File: src/rtl/core/ibsrf_pkg.sv
// ----------------------------------------------------------------------------
// ibsrf_pkg
// Types, port codes and the memory map decode of the bank switch block.
// ----------------------------------------------------------------------------
`default_nettype none

package ibsrf_pkg;

  // RAM file geometry
  localparam int FILE_ADDR_BITS = 16;
  localparam int STORE_DEPTH    = 1 << FILE_ADDR_BITS;
  localparam int PTR_W          = 16;
  localparam int PORT_W         = 16;
  localparam int DATA_W         = 8;
  localparam int MAP_W          = 3;

  // Access kinds
  localparam logic OP_READ  = 1'b0;
  localparam logic OP_WRITE = 1'b1;

  // Port codes, low address byte
  localparam logic [7:0] PORT_LO_SET  = 8'hE0;
  localparam logic [7:0] PORT_HI_SET  = 8'hE1;
  localparam logic [7:0] PORT_LO_CLR  = 8'hE2;
  localparam logic [7:0] PORT_HI_CLR  = 8'hE3;
  localparam logic [7:0] PORT_ALL_CLR = 8'hE4;
  localparam logic [7:0] PORT_INH_SET = 8'hE5;
  localparam logic [7:0] PORT_INH_CLR = 8'hE6;
  localparam logic [7:0] PORT_DATA    = 8'hEA;
  localparam logic [7:0] PORT_PTR     = 8'hEB;

  // Byte returned by reads of every port but the data port
  localparam logic [DATA_W-1:0] FLOAT_BYTE = 8'hFF;

  // Memory map numbers
  localparam logic [MAP_W-1:0] MAP_ALL_DRAM  = 3'd0;
  localparam logic [MAP_W-1:0] MAP_LO_DRAM   = 3'd1;
  localparam logic [MAP_W-1:0] MAP_INH_LO    = 3'd2;
  localparam logic [MAP_W-1:0] MAP_HI_DRAM   = 3'd3;
  localparam logic [MAP_W-1:0] MAP_ROM_MMIO  = 3'd4;
  localparam logic [MAP_W-1:0] MAP_INH_ROM   = 3'd5;

  // Commands from the controller to the datapath
  typedef struct packed {
    logic capture;   // latch the accepted access
    logic execute;   // decode, touch the store, step or load the pointer
    logic load;      // move the result into the output register
  } ibsrf_cmd_t;

  // Map number from the three bank flags
  function automatic logic [MAP_W-1:0] map_number(input logic lo_dram,
                                                  input logic hi_dram,
                                                  input logic inhibit);
    logic [MAP_W-1:0] m;
    if (inhibit) begin
      m = lo_dram ? MAP_INH_LO : MAP_INH_ROM;
    end else if (lo_dram) begin
      m = hi_dram ? MAP_ALL_DRAM : MAP_LO_DRAM;
    end else begin
      m = hi_dram ? MAP_HI_DRAM : MAP_ROM_MMIO;
    end
    return m;
  endfunction

endpackage

`default_nettype wire

File: src/rtl/core/ibsrf_ctrl.sv
// ----------------------------------------------------------------------------
// ibsrf_ctrl
// Sequencer: capture one access, execute it, then hand the result word to
// the output register once that register is free.
// ----------------------------------------------------------------------------
`default_nettype none

module ibsrf_ctrl import ibsrf_pkg::*; (
  input  wire logic clk,
  input  wire logic rst_n,
  input  wire logic in_valid,
  output logic      in_ready,
  output logic      out_valid,
  input  wire logic out_ready,
  output ibsrf_cmd_t cmd
);

  typedef enum logic [1:0] {
    S_IDLE,
    S_EXEC,
    S_LOAD
  } state_t;

  state_t state_r, state_nxt;
  logic   out_valid_r, out_valid_nxt;
  logic   out_free;

  // Output register can take a word this cycle
  assign out_free = !out_valid_r || out_ready;

  // Commands
  always_comb begin
    cmd.capture = (state_r == S_IDLE) && in_valid;
    cmd.execute = (state_r == S_EXEC);
    cmd.load    = (state_r == S_LOAD) && out_free;
  end

  // Next state and output valid
  always_comb begin
    state_nxt     = state_r;
    out_valid_nxt = out_valid_r;
    if (out_valid_r && out_ready) begin
      out_valid_nxt = 1'b0;
    end
    case (state_r)
      S_IDLE: begin
        if (in_valid) begin
          state_nxt = S_EXEC;
        end
      end
      S_EXEC: begin
        state_nxt = S_LOAD;
      end
      S_LOAD: begin
        if (out_free) begin
          out_valid_nxt = 1'b1;
          state_nxt     = S_IDLE;
        end
      end
      default: begin
        state_nxt = S_IDLE;
      end
    endcase
  end

  // Hold state and output valid
  always_ff @(posedge clk) begin
    if (!rst_n) begin
      state_r     <= S_IDLE;
      out_valid_r <= 1'b0;
    end else begin
      state_r     <= state_nxt;
      out_valid_r <= out_valid_nxt;
    end
  end

  assign in_ready  = (state_r == S_IDLE);
  assign out_valid = out_valid_r;

endmodule

`default_nettype wire

File: config.mk
export PLATFORM = sky130hd
export DESIGN_NAME = ibsrf_ctrl
export DESIGN_NICKNAME = d
export VERILOG_FILES = /design/src/rtl/core/ibsrf_pkg.sv /design/src/rtl/core/ibsrf_ctrl.sv
export SDC_FILE = /design/constraint.sdc
export NUM_CORES = 1
export LEC_CHECK = 0
export BUFFER_PORTS_ARGS = -buffer_cell sky130_fd_sc_hd__buf_2
export CAP_MARGIN = 20
export CORE_AREA = 2 2 39 41
export CTS_CLUSTER_DIAMETER = 150
export DETAILED_ROUTE_END_ITERATION = 12
export DIE_AREA = 0 0 41 43
export SLEW_MARGIN = 10
export SYNTH_ARGS = -nofsm -noshare
export SYNTH_HDL_FRONTEND = slang
export SYNTH_SLANG_ARGS = --single-unit
File: constraint.sdc
create_clock -name clk -period 1.2 [get_ports clk]
set_input_delay 0.24 -clock clk [delete_from_list [all_inputs] [get_ports clk]]
set_output_delay 0.24 -clock clk [all_outputs]
set_load 0.05 [all_outputs]
==> results.py, run 1 <==
metrics = {
    "outcome": {
        "status": "complete, but fails checks",
        "violations": "setup timing",
    },
    "synth": {
        "synth-seq-area-share": 0.432,
        "synth_area_um2": 139,
        "synth_cells": 13,
        "synth_seq_cells": 3,
        "synth_warnings": 0,
        "syn_nets": 17,
        "syn_avg_cell_area_um2": 10.7,
        "synth.distinct_cells": 10,
    },
    "sta": {
        "fin_ws_ns": -0.0384,
        "holdWs_ns": 0.249,
        "timing.fmax_mhz": 807,
        "maxSlewViolCount": 0,
        "min_period_ns": 1.24,
        "final.setup_skew_ns": 0.00228,
        "fin_crit_sh": 1.03,
        "grt_setup_unrepaired": "true",
        "setup_violations": 3,
        "max_slew.worst_pin.slew_ns": 0.250,
        "slew_headroom": 0.835,
        "hold_viol_final": 0,
    },
    "global_route": {
        "grt_usage": 0.0602,
        "grt_first_pass_wirelength_um": 586,
        "antenna_found_initial": 0,
        "grt_max_degree": 6,
        "grt_pass1_vias": 141,
        "grt_overflow": 0,
    },
    "placed_design": {
        "dp_hpwl_um": 273,
        "port_buffers": 8,
        "dp_worst_setup_slack_ns": 0.0212,
        "gp_congestion": 0.559,
        "post_dp_cell_area_um2": 215,
    },
    "finish": {
        "area_growth_pct": 109,
        "post-route-util": 0.210,
        "multi_input_area_um2": 103,
        "nets": 31,
        "fill_cells": 162,
        "n_antenna_cell": 0,
        "stdcell_area_um2": 290,
        "seq_area_um2": 65.1,
        "layout-drive-gt1-share": 0.731,
    },
    "floorplan": {
        "row_count": 14,
        "die_y_um": 43,
        "fp.dieW_um": 41,
        "core_area_um2": 1380,
        "start_util": 0.100,
        "pin_count": 9,
        "fp.dieArea_um2": 1760,
    },
    "clock_network": {
        "clock_path_buffers": 2,
        "h-tree-depth": 1,
        "cts-root-buf": "clkbuf_4",
        "cts_inserted_buffers": 3,
        "insertion_delay_ns": 0.23,
        "clk_pin_slew_ns": 0.04,
        "tritoncts": "built",
        "cts.sinks": 3,
    },
    "worst_setup_path": {
        "arrival_ns": 1.00,
        "critical_path_class": "register to output pin",
        "critical_path.max_fanout": 5,
        "required_ns": 0.96,
        "reg2reg_slack_ns": 0.32,
        "end_kind": "output pin",
        "cp-start-kind": "register",
    },
    "pwr": {
        "switching_share": 0.286,
        "pwr-share-comb": 0.247,
        "irDropWorstVdd_uv": 308,
        "p_int_mw": 0.271,
        "p_clk_frac": 0.457,
        "p_leak_nw": 0.130,
        "switchingPower_mw": 0.108,
        "power.share.sequential": 0.297,
        "power_density_nw_per_um2": 1310,
        "power_mw": 0.379,
    },
    "drt": {
        "postRouteWirelength_um": 372,
        "drt_iter0_markers": 1,
        "firstDrtPassIters": 2,
        "routedWlPerCell_um": 8.86,
        "vias": 138,
        "ant_nets": 0,
        "via_per_inst": 3.29,
        "drc": 0,
    },
    "job": {
        "max_cap_violations": 0,
    },
    "min_path": {
        "hold_class": "primary input to register",
    },
}
[final timing paths]
| kind | from | endpoint | depth (start not counted) |
|---|---|---|---|
| setup / recovery | state_r[1]$_SDFFE_PN0P_ | cmd[2] | 2 |
| hold / removal | rst_n | state_r[1]$_SDFFE_PN0P_ | 2 |
| setup reg to reg | state_r[1]$_SDFFE_PN0P_ | state_r[0]$_SDFFE_PN0P_ | 3 |
| hold reg to reg | out_valid$_SDFF_PN0_ | out_valid$_SDFF_PN0_ | 2 |
[cells by family after synthesis]
logic type | after synthesis | share of synthesized area
AND/OR/NAND/NOR | 8 | 0.459
flip-flops | 3 | 0.432
AO/OA/AOI/OAI | 2 | 0.108
[cell usage in the layout, fill, tap and decap left out, types with 2 or more instances in the layout]
master and instances:
clkbuf_4 3, buf_2 4, buf_8 2, buf_4 2
[registers in the layout (all words and copies together) (netlist names)]
register / flops
out_valid: 1
state_r: 2
[critical path, cell delays in order (launching register included)]
cell,delay [ns]
dfxtp_4,0.36
nor3b_4,0.22
buf_6,0.19
[cell type report]
class                   count  share of cell area
flip-flops and latches      3               0.224
clock buffers               4              0.0905
well taps                  16              0.0690
multi-input cells          10               0.353
repair buffers              9               0.263
[through the flow]
stage | instances | TNS [ns]
after floorplan | 13 | 0
after global placement | 37 | 0
after detailed placement | 37 | 0
after CTS | 42 | -0.117
after global routing | 42 | -0.231
final | 42 | -0.101
[synthesized netlist by cell type]
cell      n  area (um^2)
nor3b_2   1         12.5
o21a_1    1         7.51
and2_1    1         6.26
a21boi_0  1         7.51
and4bb_1  1         12.5
nor2b_1   1         6.26
and2b_4   1         10.0
nor2_1    1         3.75
nand2b_1  2         12.5
dfxtp_1   3         60.1
[per-layer routing]
metal / part of all wire / routed length (um) / GRT usage
met1: 0.42 / 156 / 0.0609
met2: 0.39 / 146 / 0.0531
met3: 0.19 / 69 / 0.0628
met4: 0 / 0 / 0.0800
met5: 0 / 0 / 0
[repair_timing]
action / CTS / global route
buffers inserted: 1 / 0
resized for setup: 12 / 1
pin swaps: 1 / 1
hold buffers: 0 / 0
setup endpoints to repair: 4 / 3
[power by group through the flow]
stage                     registers (mW)  clock network (mW)  logic (mW)
after CTS                          0.112               0.184      0.0926
after global routing               0.114               0.196      0.0976
after floorplan                    0.116                   0      0.0536
after detailed placement           0.114                   0      0.0737
final                              0.112               0.173      0.0936
after global placement             0.113                   0      0.0736
No activity file was read; power rests on OpenSTA's default activity.
==> run 2, diff against run 1 <==
- ABC_AREA: not set -> 1
- RECOVER_POWER: not set -> 25
==> results.py, run 2 <==
metrics = {
    "sta": {
        "max_slew.worst_pin.slew_ns": 0.247,
        "maxSlewViolCount": 0,
        "fin_ws_ns": 0.000660,
        "fin_crit_sh": 0.999,
        "timing.fmax_mhz": 834,
        "grt_setup_unrepaired": "true",
        "slew_headroom": 0.837,
        "hold_viol_final": 0,
        "final.setup_skew_ns": 0.00146,
        "min_period_ns": 1.20,
        "setup_violations": 0,
    },
    "clock_network": {
        "clock_path_buffers": 2,
        "insertion_delay_ns": 0.23,
        "clk_pin_slew_ns": 0.04,
        "cts.sinks": 3,
        "tritoncts": "built",
        "ctsHoldBuffers": 0,
        "cts-root-buf": "clkbuf_4",
        "cts_inserted_buffers": 3,
        "h-tree-depth": 1,
    },
    "floorplan": {
        "start_util": 0.108,
        "core_area_um2": 1380,
        "row_count": 14,
        "fp.dieArea_um2": 1760,
        "die_y_um": 43,
        "pin_count": 9,
        "fp.dieW_um": 41,
    },
    "pwr": {
        "p_clk_frac": 0.450,
        "power_density_nw_per_um2": 1250,
        "switching_share": 0.315,
        "switchingPower_mw": 0.124,
        "irDropWorstVdd_uv": 469,
        "pwr-share-comb": 0.271,
        "power_mw": 0.394,
        "power.share.sequential": 0.279,
        "p_int_mw": 0.270,
        "p_leak_nw": 0.145,
    },
    "finish": {
        "largest_register_ffs": 2,
        "layout-drive-gt1-share": 0.765,
        "stdcell_area_um2": 314,
        "nets": 39,
        "final_common_cell": "buf_2",
        "final_cells": 50,
        "mostFrequentLayoutCells": "buf_2, inv_1, inv_2, clkbuf_4, buf_6",
        "post-route-util": 0.227,
        "top_register": "state_r",
        "n_antenna_cell": 0,
        "area_growth_pct": 109,
    },
    "synth": {
        "synth_cells": 20,
        "synth_warnings": 0,
        "synthArstFlopShare": 0,
        "syn_avg_cell_area_um2": 7.51,
        "synth.most_common_cell": "inv_1",
        "netlist_top_cells_count": "inv_1, dfxtp_1, nand2_1",
        "synthFlopType": "dfxtp_1",
        "synth_top_cell_area_share": 0.400,
        "synth-seq-area-share": 0.400,
        "synth.distinct_cells": 11,
        "yosys-top-cells-area": "dfxtp_1, inv_1, nand2_1",
        "synth_seq_cells": 3,
        "synth_area_um2": 150,
        "synth_top_area_cell": "dfxtp_1",
        "synth_edf_count": 0,
        "syn_nets": 24,
    },
    "global_route": {
        "grt_first_pass_wirelength_um": 538,
        "antenna_found_initial": 0,
        "grt_overflow": 0,
        "grt_pass1_vias": 140,
        "grt_usage": 0.0552,
        "grt_max_degree": 5,
    },
    "worst_setup_path": {
        "end_kind": "output pin",
        "cp-start-kind": "register",
        "critical_path_class": "register to output pin",
        "critical_path.max_fanout": 4,
        "arrival_ns": 0.96,
        "required_ns": 0.96,
    },
    "drt": {
        "drc": 0,
        "ant_nets": 0,
        "firstDrtPassIters": 2,
        "drt_iter0_markers": 1,
        "routedWlPerCell_um": 7.06,
        "vias": 166,
        "via_per_inst": 3.32,
        "postRouteWirelength_um": 353,
    },
    "placed_design": {
        "port_buffers": 8,
        "dp_hpwl_um": 251,
        "post_dp_cell_area_um2": 224,
        "dp_worst_setup_slack_ns": 0.0974,
        "gp_congestion": 0.634,
        "dp_cells": 44,
    },
    "outcome": {
        "status": "complete, no violations",
    },
    "job": {
        "max_cap_violations": 0,
    },
    "min_path": {
        "hold_class": "primary input to register",
    },
}
[run 2: timing repair]
item	CTS	global route
resized for setup	16	3
pin swaps	2	1
setup endpoints to repair	4	4
buffers inserted	1	1
endpoints found under the hold margin	0	0
[run 2: area by class of cell]
| cell class | instances | area [um^2] |
|---|---|---|
| Multi-Input combinational cell | 10 | 90.1 |
| Fill cell | 156 | 1070 |
| Inverter | 7 | 28.8 |
| Tap cell | 16 | 20.0 |
| Timing Repair Buffer | 10 | 83.8 |
| Sequential cell | 3 | 65.1 |
| Clock buffer | 4 | 26.3 |
[run 2: logic make-up (layout without fill, tap and decap cells)]
family / Yosys count / after routing / synth area share
buffers and inverters: 7 / 21 / 0.175
AO/OA/AOI/OAI: 2 / 2 / 0.108
flip-flops: 3 / 3 / 0.400
AND/OR/NAND/NOR: 8 / 8 / 0.317
[run 2: final timing paths]
check / from / end / slack, ns / cells past startpoint
worst max-delay path: state_r[1]$_SDFFE_PN0P_ / cmd[0] / 0.0007 / 3
worst min-delay path: rst_n / out_valid$_SDFF_PN0_ / 0.23 / 2
worst max register to register: state_r[1]$_SDFFE_PN0P_ / state_r[1]$_SDFFE_PN0P_ / 0.35 / 5
worst min register to register: state_r[1]$_SDFFE_PN0P_ / state_r[0]$_SDFFE_PN0P_ / 0.54 / 3
[run 2: layer usage]
| metal | up-vias | routed length (um) | global-route usage |
|---|---|---|---|
| li1 | 87 | - | - |
| met1 | 71 | 174 | 0.0609 |
| met2 | 8 | 130 | 0.0469 |
| met3 | 0 | 47 | 0.0785 |
| met4 | 0 | 0 | 0.0400 |
| met5 | - | 0 | 0 |
[run 2: per-stage QoR]
| stage | TNS [ns] | hold WS (ns) |
|---|---|---|
| after CTS | -0.0451 | 0.218 |
| final | 0 | 0.231 |
| after global routing | -0.0969 | 0.239 |
| after detailed placement | 0 | 0.468 |
| after global placement | 0 | 0.464 |
| after floorplan | -0.120 | 0.358 |
[run 2: power by group through the flow]
stage	registers (mW)	clock network [mW]	logic, mW
after global routing	0.110	0.202	0.113
after floorplan	0.114	0	0.0569
final	0.110	0.177	0.107
after CTS	0.110	0.192	0.101
after global placement	0.111	0	0.0784
after detailed placement	0.111	0	0.0788
[run 2: critical path, cell delays in order, from the launching register on]
cell	delay (ns)
dfxtp_2	0.33
inv_4	0.05
nor3_4	0.17
buf_6	0.18
